### config.mk
export PLATFORM = sky130hd
export DESIGN_NAME = jgm_front
export DESIGN_NICKNAME = d
export VERILOG_FILES = /design/src/rtl/core/jgm_pkg.sv /design/src/rtl/core/jgm_front.sv
export SDC_FILE = /design/constraint.sdc
export NUM_CORES = 1
export LEC_CHECK = 0
export ABC_AREA = 1
export BUFFER_PORTS_ARGS = -buffer_cell sky130_fd_sc_hd__buf_4
export CORE_ASPECT_RATIO = 0.6
export CORE_MARGIN = 2
export CORE_UTILIZATION = 35
export DETAILED_ROUTE_END_ITERATION = 6
export GPL_ROUTABILITY_DRIVEN = 1
export SYNTH_ARGS = -nofsm -noshare
export SYNTH_HDL_FRONTEND = slang
export SYNTH_SLANG_ARGS = --single-unit
### constraint.sdc
create_clock -name vclk -period 10.7
set_clock_uncertainty 0.2 [all_clocks]
set_input_delay 2.14 -clock vclk [all_inputs]
set_output_delay 2.14 -clock vclk [all_outputs]
set_load 0.005 [all_outputs]
### src/rtl/core/jgm_pkg.sv
// ============================================================================
// jgm_pkg - shared types and helpers for the jittered gradient map
// Holds the queue item format, the configuration bundle and the small
// arithmetic helpers used by the front and back parts.
// ============================================================================
package jgm_pkg;

    localparam int TABLE_DEPTH  = 256;
    localparam int INDEX_W      = 8;
    localparam int COLOR_W      = 32;
    localparam int COEFF_W      = 9;
    localparam int QUEUE_DEPTH  = 4;
    localparam int QPTR_W       = $clog2(QUEUE_DEPTH);
    localparam int QCNT_W       = $clog2(QUEUE_DEPTH + 1);

    localparam logic [7:0] EDGE_LIMIT = 8'd24;
    localparam logic [7:0] FULL_ALPHA = 8'hFF;

    // Command codes carried in s_tuser.
    localparam logic CMD_LOAD  = 1'b0;
    localparam logic CMD_PIXEL = 1'b1;

    // Register indexes (byte address bit 2).
    localparam logic REG_JITTER = 1'b0;
    localparam logic REG_EDGE   = 1'b1;

    // One beat as it waits between the front and back parts. For a load the
    // index is the table slot; for a pixel it is the computed lookup index.
    typedef struct packed {
        logic                 is_pixel;
        logic [INDEX_W-1:0]   index;
        logic [COLOR_W-1:0]   color;
        logic [7:0]           mask;
        logic                 last;
    } jgm_item_t;

    typedef struct packed {
        logic [COEFF_W-1:0]   coeff;
        logic                 edge_hidden;
    } jgm_cfg_t;

    // percent * 255 / 100; the divide by 100 is a reciprocal multiply by
    // 5243 / 2^19, exact for all products up to 127 * 255.
    function automatic logic [COEFF_W-1:0] jitter_coeff(input logic [6:0] percent);
        logic [14:0] scaled;
        logic [27:0] prod;
        scaled = {percent, 8'd0} - {8'd0, percent};
        prod   = {13'd0, scaled} * 28'd5243;
        return prod[27:19];
    endfunction

    // (mask * 10 * 255) >> 8 for masks below the edge limit.
    function automatic logic [7:0] fade_alpha(input logic [4:0] mask);
        logic [16:0] prod;
        prod = {12'd0, mask} * 17'd2550;
        return prod[15:8];
    endfunction

endpackage

### src/rtl/core/jgm_front.sv
// ============================================================================
// jgm_front - input classification and lookup index
// Takes input beats whenever the queue has room, tells loads from pixels and
// works out the jittered table index for pixels.
// ============================================================================
module jgm_front (
    input  logic                 s_tvalid,
    output logic                 s_tready,
    input  logic [55:0]          s_tdata,
    input  logic                 s_tuser,
    input  logic                 s_tlast,
    input  jgm_pkg::jgm_cfg_t    cfg,
    input  logic                 q_full,
    output logic                 push,
    output jgm_pkg::jgm_item_t   item
);

    logic [7:0]  entry_index;
    logic [31:0] entry_color;
    logic [7:0]  mask_alpha;
    logic [7:0]  noise_byte;
    logic [16:0] jitter_prod;
    logic [7:0]  lookup_index;

    assign entry_index = s_tdata[7:0];
    assign entry_color = s_tdata[39:8];
    assign mask_alpha  = s_tdata[47:40];
    assign noise_byte  = s_tdata[55:48];

    // 255 - mask is the bitwise inverse; the sum wraps modulo 256.
    assign jitter_prod  = {8'd0, cfg.coeff} * {9'd0, noise_byte};
    assign lookup_index = ~mask_alpha + jitter_prod[15:8];

    assign s_tready = ~q_full;
    assign push     = s_tvalid & ~q_full;

    always_comb begin
        item.is_pixel = (s_tuser == jgm_pkg::CMD_PIXEL);
        item.index    = item.is_pixel ? lookup_index : entry_index;
        item.color    = entry_color;
        item.mask     = mask_alpha;
        item.last     = s_tlast;
    end

endmodule

==> flow_summary.yaml <==
status:
  status: "finished clean"
global_route:
  grt_pass1_wl_mm: 11.9
  grt-ovfl-total: 0
  antenna_found_initial: 0
  grt_pass1_vias: 2719
  grt_use_total_pct: 14.1
  grt_max_degree: 13
layout:
  seq_cells: 0
  area_delta_synth_final_pct: 4.40
  clockBufferCount: 0
  final_common_cell: "inv_1"
  layout_common_cells: "143 x inv_1, 128 x nand2_1, 55 x buf_4"
  regArea_um2: 0
  final_core_utilization_pct: 37.0
  diodes: 0
  layout.nets: 638
  layout-drive-gt1-share_pct: 14.8
setup_path:
  worstSetupStartpointType: "input pin"
  crit_path_top_delay_cell: "fa_1"
  worstPathArrival_ns: 6.95
  slowest_delay_ns: 0.54
  critical_path.top_delay_family: "adder cells"
  path_buf_inv: 6
  cp_data_required_time_ns: 8.36
  critPathCaptureType: "primary output"
  path_class: "input pin to primary output"
  cp_max_fo: 8
  path_common_cell: "fa_1"
floorplanning:
  die_w_um: 128
  core_um2: 9050
  initial_utilization_pct: 35.5
  die_height_um: 78.2
  io-pin-count: 122
  dieArea_um2: 9980
  rows: 27
sta:
  fin_setup_tns_ns: 0
  fin_crit_ns: 9.29
  max-slew-margin-rel_pct: 78.4
  rsz0062_at_grt: "false"
  tightest_slew_ns: 0.324
  fin_crit_sh_pct: 86.8
  timing.hold.ws_ns: 4.08
  setup_slack_ns: 1.41
  max_freq_ghz: 0.108
  report.final.setup_viol: 0
  maxSlewViolCount: 0
  finalHoldViolCount: 0
yosys:
  synth_area_leaders: "fa_1 26%, inv_1 17%, ha_1 15%, nand2_1 15%, buf_4 11%"
  ys_seq_area_share_pct: 0
  post_synth_num_cell_types: 23
  synth_top_area_cell: "fa_1"
  syn_inst: 491
  synthXorXnorAreaFrac_pct: 2.69
  syn_avg_cell_area_um2: 6.54
  synth-adder-area-share_pct: 40.7
  synth_top_area_share_pct: 25.6
  syn-num-nets: 641
  synth_simple_gate_area_share_pct: 21.2
  yosys_warnings: 0
  synth_top_family_by_area: "adder cells"
  syn-cell-area_um2: 3210
  synthMuxAreaShare_pct: 0
  synth-compound-area-share_pct: 5.73
clock_tree:
  post_cts_resized: 0
  postCtsHoldBufs: 0
  postCtsSetupBuffers: 0
flow_run:
  drv_cap: 0
place:
  numPortBuffers: 55
  hpwl_mm: 5.78
  pre_cts_slack_ns: 1.41
  gp_congestion: 0.891
routing:
  vias_per_cell: 4.34
  drc_errors: 0
  vias: 2610
  antenna_left: 0
  wl_per_cell_um: 10.6
  routed_wl_mm: 6.41
  drtIter0Drc: 85
  dr.pass1.iters: 4
power_and_ir_drop:
  fin_total_pwr_w: 0.000683
  vdd_drop_max_mv: 0.0926
  power.density_nw_per_um2: 204
  p_leak_nw: 2.27
worst_hold_path:
  hp-class: "input pin to primary output"
[final timing paths]
kind	start	endpoint	slack, ns	cells after the start
max	cfg[1]	item[47]	1.41	25
min	s_tdata[20]	item[21]	4.08	0
[cell families (layout without fill, tap and decap cells)]
kind of cell | count (synthesis) | in the layout
buffers and inverters | 203 | 198
adders and majority gates | 80 | 80
AOI/OAI and AO/OA | 35 | 35
and+or+nand+nor | 164 | 164
xor gates and xnor gates | 9 | 9
[metrics by stage]
stage	instance area [um^2]	std cells
detailed placement	3350	602
global route	3350	602
global placement	3350	602
finish	3350	602
floorplan	3210	491
CTS	3350	602
[synth_stat cells, drive strengths merged]
| cell | count |
|---|---|
| a21oi | 21 |
| a31oi | 1 |
| buf | 48 |
| clkbuf | 12 |
| fa | 41 |
| ha | 39 |
| inv | 143 |
| nand2 | 137 |
| nand3 | 9 |
| nand3b | 1 |
| nor2 | 16 |
| nor3b | 1 |
| o21ai | 13 |
| xnor2 | 2 |
| xor2 | 7 |
[power by group]
part           internal, W  switching [W]
Sequential               0              0
Clock                    0              0
Combinational     0.000285       0.000398
[routing by layer]
layer	share of wire [%]	global-route usage (%)	routed length, um
met2	41	22.7	2630
met3	2.8	0.886	180
met4	0	0.220	0
met5	0	0	0
met1	56	21.8	3600
[final cells by class]
type | instances | area, um^2
repair buffers | 55 | 413
fillers | 999 | 5700
well taps | 116 | 145
inverters | 143 | 537
multi-input cells | 288 | 2260
Note: power is estimated with default switching activity, not from simulation.
