## src/rtl/core/jgm_pkg.sv

```systemverilog
// ============================================================================
// jgm_pkg - shared types and helpers for the jittered gradient map
// Holds the queue item format, the configuration bundle and the small
// arithmetic helpers used by the front and back parts.
// ============================================================================
package jgm_pkg;

    localparam int TABLE_DEPTH  = 256;
    localparam int INDEX_W      = 8;
    localparam int COLOR_W      = 32;
    localparam int COEFF_W      = 9;
    localparam int QUEUE_DEPTH  = 4;
    localparam int QPTR_W       = $clog2(QUEUE_DEPTH);
    localparam int QCNT_W       = $clog2(QUEUE_DEPTH + 1);

    localparam logic [7:0] EDGE_LIMIT = 8'd24;
    localparam logic [7:0] FULL_ALPHA = 8'hFF;

    // Command codes carried in s_tuser.
    localparam logic CMD_LOAD  = 1'b0;
    localparam logic CMD_PIXEL = 1'b1;

    // Register indexes (byte address bit 2).
    localparam logic REG_JITTER = 1'b0;
    localparam logic REG_EDGE   = 1'b1;

    // One beat as it waits between the front and back parts. For a load the
    // index is the table slot; for a pixel it is the computed lookup index.
    typedef struct packed {
        logic                 is_pixel;
        logic [INDEX_W-1:0]   index;
        logic [COLOR_W-1:0]   color;
        logic [7:0]           mask;
        logic                 last;
    } jgm_item_t;

    typedef struct packed {
        logic [COEFF_W-1:0]   coeff;
        logic                 edge_hidden;
    } jgm_cfg_t;

    // percent * 255 / 100; the divide by 100 is a reciprocal multiply by
    // 5243 / 2^19, exact for all products up to 127 * 255.
    function automatic logic [COEFF_W-1:0] jitter_coeff(input logic [6:0] percent);
        logic [14:0] scaled;
        logic [27:0] prod;
        scaled = {percent, 8'd0} - {8'd0, percent};
        prod   = {13'd0, scaled} * 28'd5243;
        return prod[27:19];
    endfunction

    // (mask * 10 * 255) >> 8 for masks below the edge limit.
    function automatic logic [7:0] fade_alpha(input logic [4:0] mask);
        logic [16:0] prod;
        prod = {12'd0, mask} * 17'd2550;
        return prod[15:8];
    endfunction

endpackage

```

## src/rtl/core/jgm_queue.sv

```systemverilog
// ============================================================================
// jgm_queue - short queue between front and back
// A small register queue that lets the two parts stall independently.
// ============================================================================
module jgm_queue (
    input  logic                 aclk,
    input  logic                 aresetn,
    input  logic                 push,
    input  jgm_pkg::jgm_item_t   push_item,
    input  logic                 pop,
    output logic                 full,
    output logic                 head_valid,
    output jgm_pkg::jgm_item_t   head_item
);

    jgm_pkg::jgm_item_t             slot_reg [jgm_pkg::QUEUE_DEPTH];
    logic [jgm_pkg::QPTR_W-1:0]     wr_ptr_reg, wr_ptr_next;
    logic [jgm_pkg::QPTR_W-1:0]     rd_ptr_reg, rd_ptr_next;
    logic [jgm_pkg::QCNT_W-1:0]     count_reg, count_next;

    assign full       = (count_reg == jgm_pkg::QCNT_W'(jgm_pkg::QUEUE_DEPTH));
    assign head_valid = (count_reg != '0);
    assign head_item  = slot_reg[rd_ptr_reg];

    always_comb begin
        wr_ptr_next = push ? wr_ptr_reg + 1'b1 : wr_ptr_reg;
        rd_ptr_next = pop  ? rd_ptr_reg + 1'b1 : rd_ptr_reg;
        count_next  = count_reg;
        if (push && !pop) begin
            count_next = count_reg + 1'b1;
        end else if (!push && pop) begin
            count_next = count_reg - 1'b1;
        end
    end

    always_ff @(posedge aclk) begin
        if (!aresetn) begin
            wr_ptr_reg <= '0;
            rd_ptr_reg <= '0;
            count_reg  <= '0;
        end else begin
            wr_ptr_reg <= wr_ptr_next;
            rd_ptr_reg <= rd_ptr_next;
            count_reg  <= count_next;
        end
    end

    always_ff @(posedge aclk) begin
        if (push) begin
            slot_reg[wr_ptr_reg] <= push_item;
        end
    end

endmodule

```

## config.mk

```make
export PLATFORM = sky130hd
export DESIGN_NAME = jgm_queue
export DESIGN_NICKNAME = d
export VERILOG_FILES = /design/src/rtl/core/jgm_pkg.sv /design/src/rtl/core/jgm_queue.sv
export SDC_FILE = /design/constraint.sdc
export NUM_CORES = 1
export LEC_CHECK = 0
export ABC_CLOCK_PERIOD_IN_PS = 4700
export BUFFER_PORTS_ARGS = -buffer_cell sky130_fd_sc_hd__buf_2
export CAP_MARGIN = 20
export CORE_ASPECT_RATIO = 0.75
export CORE_UTILIZATION = 61
export CTS_CLUSTER_SIZE = 25
export DETAILED_ROUTE_END_ITERATION = 10
export PLACE_DENSITY = 0.93
export SLEW_MARGIN = 20
export SYNTH_ARGS = -nofsm -noshare
export SYNTH_HDL_FRONTEND = slang
export SYNTH_SLANG_ARGS = --single-unit
```

## constraint.sdc

```tcl
create_clock -name aclk -period 4.7 [get_ports aclk]
set_input_delay 0.94 -clock aclk [delete_from_list [all_inputs] [get_ports aclk]]
set_output_delay 0.94 -clock aclk [all_outputs]
set_load 0.1 [all_outputs]
```

==> results.yml <==
outcome:
  outcome: "finished, final reports clean"
clocking:
  post_cts_buffers: 0
  clk-insertion-delay-late_ns: 0.47
  worst_setup_hold_path_clk_slew_ns: 0.06
  post_cts_resized: 0
  max-clock-path-buffers: 3
  clock_sink_count: 209
  clk_root_buffer_cell: "sky130_fd_sc_hd__clkbuf_16"
  number_of_buffers_created_by_cts: 20
  cts_tree: "yes"
  post_cts_hold_buffer_count: 0
  cts.htree.levels: 1
route:
  drtPass1Iterations: 5
  antenna_violating_nets_remaining: 0
  routed_wire_length_per_instance_microns: 21.9
  routed_wl_microns: 13200
  via_count: 3441
  detail_route.iter0.violations: 118
  drt_drc_violations_left: 0
  vias_per_cell: 5.72
sta:
  slew_viol_final: 0
  final.hold.worst_slack_ns: 0.550
  post-route-period-util: 0.735
  finalSetupTns_ns: 0
  max_clock_freq_mhz: 289
  report.final.setup_viol: 0
  timing.clock.skew_ns: 0.00461
  grt_setup_unrepaired: "false"
  final_period_minus_worst_setup_slack_ns: 3.46
  timing_worst_slew_pin_value_ns: 1.01
  worst_slew_margin_rel: 0.327
  fin_hold_viols: 0
worst_setup_path:
  timing.critical_path.slowest_cell_delay_ns: 0.82
  cp-end-kind: "output port"
  critical_path.cell_chain: "buf_4 > mux4_2 > buf_2"
  critical-path-slowest-cell: "sky130_fd_sc_hd__dfxtp_2"
  crit_family: "buffers and inverters"
  crit_required_ns: 3.76
  timing.critical_path.buf_inv: 2
  timing_worst_setup_path_type: "register to output port"
  setup.worst_path.start_class: "register"
  timing.critical_path.fanout_max: 30
  arrival_worst_endpoint_ns: 2.52
  r2r-start: "wr_ptr_reg[0]$_SDFFE_PN0P_"
  r2r_slack_ns: 2.66
logic_synthesis:
  postSynthCellCount: 305
  synthArstFlopShare: 0
  synth_area_leader_cell: "sky130_fd_sc_hd__edfxtp_1"
  synth-compound-area-share: 0.00162
  synth.yosys.warnings: 0
  yosys.cell_types.count: 20
  syn_area_per_cell_sq_um: 25.3
  synth_edf_count: 200
  synth_seq_cells: 209
  synth_fp_nets: 365
  dominant_combinational_cell_family_by_area_after_synthesis: "multiplexers"
  synth_top_area_share: 0.778
  yosys.area_share.simple: 0.0120
  parity_gate_share_of_the_synthesized_area_counting_xor_and_xnor_cells: 0.00567
  seq_area_frac_synth: 0.801
  synth.top_cells.by_area: "sky130_fd_sc_hd__edfxtp_1 78%, sky130_fd_sc_hd__mux4_2 15%, sky130_fd_sc_hd__dfxtp_1 2.3%"
  synth.area.mux_share: 0.148
  syn-cell-area_sq_mm: 0.00772
  synth_adder_area_share: 0.0107
  synth_top_flop_cell: "sky130_fd_sc_hd__edfxtp_1"
layout:
  layout.nets: 485
  mostFrequentLayoutCell: "sky130_fd_sc_hd__edfxtp_1"
  number_of_filler_instances_in_the_final_layout: 712
  multi_input_area_sq_mm: 0.00138
  mostFrequentLayoutCells: "200 x sky130_fd_sc_hd__edfxtp_1, 105 x sky130_fd_sc_hd__buf_2, 50 x sky130_fd_sc_hd__mux4_2"
  largest_reg_flops: 200
  syn2layout_area_growth_pct: 16.1
  finalNonFillerCells: 602
  drive_gt1_frac: 0.439
  fin_area_sq_mm: 0.00896
  seq_area_sq_mm: 0.00619
die:
  core_area_sq_mm: 0.0123
  die_width_microns: 132
  design.portCount: 106
  die_area_sq_mm: 0.0131
  dieHeight_microns: 99.4
  rows: 35
  floorplan.initialDensity: 0.627
global_route:
  grt_pass1_wl_microns: 20300
  grt.total_usage: 0.211
  grt_start_max_net_pins: 51
  grt_antenna_before_repair: 0
  grt-ovfl-total: 0
  first_global_vias: 3645
run:
  maxCapViolCount: 0
power:
  max-vdd-ir-drop_mv: 0.367
  power_density_mw_per_mm2: 503
  power_leakage_nw: 3.06
  fin_total_pwr_mw: 4.51
worst_hold_path:
  holdCritPathClass: "register to register"
  min-delay-start: "count_reg[2]$_SDFFE_PN0P_"
place:
  placedCellCount: 569
  detailedPlacementHpwl_microns: 7910
  gp_routability_congestion: 0.665
  placement.cell_area_sq_mm: 0.00836
  io_buffers: 105
routing by layer:
layer,part of all wire,GRT usage,up-vias
met3,0.077,0.0576,23
met4,0.018,0.0438,0
met5,0,0,-
li1,-,-,1517
met2,0.51,0.351,139
met1,0.40,0.288,1762
tightest hold or removal path, delay by kind of cell, from the launching register on:
family             cells  cell delay, ns
DFF                    1            0.33
AOI/OAI and AO/OA      2            0.17
logic make-up after synthesis:
| logic type | count (synthesis) |
|---|---|
| buf+inv | 16 |
| flops | 209 |
| xor+xnor | 5 |
| compound gates | 2 |
| simple gates | 15 |
| mux | 52 |
| fa+ha+maj | 6 |
power breakdown:
part | switching [mW] | internal [mW] | leakage (nW)
logic | 0.662 | 0.180 | 0.848
registers | 0.0598 | 2.14 | 1.91
clock network | 0.611 | 0.860 | 0.295
total | 1.33 | 3.18 | 3.06
synth_stat cells, types with 2 or more instances:
cell type	number
sky130_fd_sc_hd__edfxtp_1	200
sky130_fd_sc_hd__mux4_2	50
sky130_fd_sc_hd__and2_1	9
sky130_fd_sc_hd__dfxtp_1	9
sky130_fd_sc_hd__buf_12	5
sky130_fd_sc_hd__buf_2	5
sky130_fd_sc_hd__ha_1	5
sky130_fd_sc_hd__inv_1	4
sky130_fd_sc_hd__xor2_1	3
sky130_fd_sc_hd__mux2i_1	2
sky130_fd_sc_hd__nor2b_1	2
sky130_fd_sc_hd__or3_1	2
sky130_fd_sc_hd__xnor2_1	2
per-stage QoR:
stage	setup WS (ns)	utilization
4_1_cts	1.19	0.728
3_5_place_dp	1.71	0.679
6_report	1.24	0.728
3_3_place_gp	1.73	0.679
5_1_grt	1.10	0.728
2_1_floorplan	1.21	-
final timing paths:
path / to / cells after the start
setup / recovery: head_item[49] / 3
hold reg to reg: count_reg[2]$_SDFFE_PN0P_ / 2
hold / removal: count_reg[2]$_SDFFE_PN0P_ / 2
setup reg to reg: slot_reg[3][19]$_DFFE_PP_ / 3
layout make-up:
type / count / share of cell area
inverters: 4 / 0.00168
flip-flops and latches: 209 / 0.691
repair buffers: 110 / 0.0628
multi-input cells: 80 / 0.154
clock inverters: 9 / 0.00754
diodes: 1 / 0.000279
well taps: 166 / 0.0232
clock buffers: 23 / 0.0595
Power figures use the tool's default switching activity.
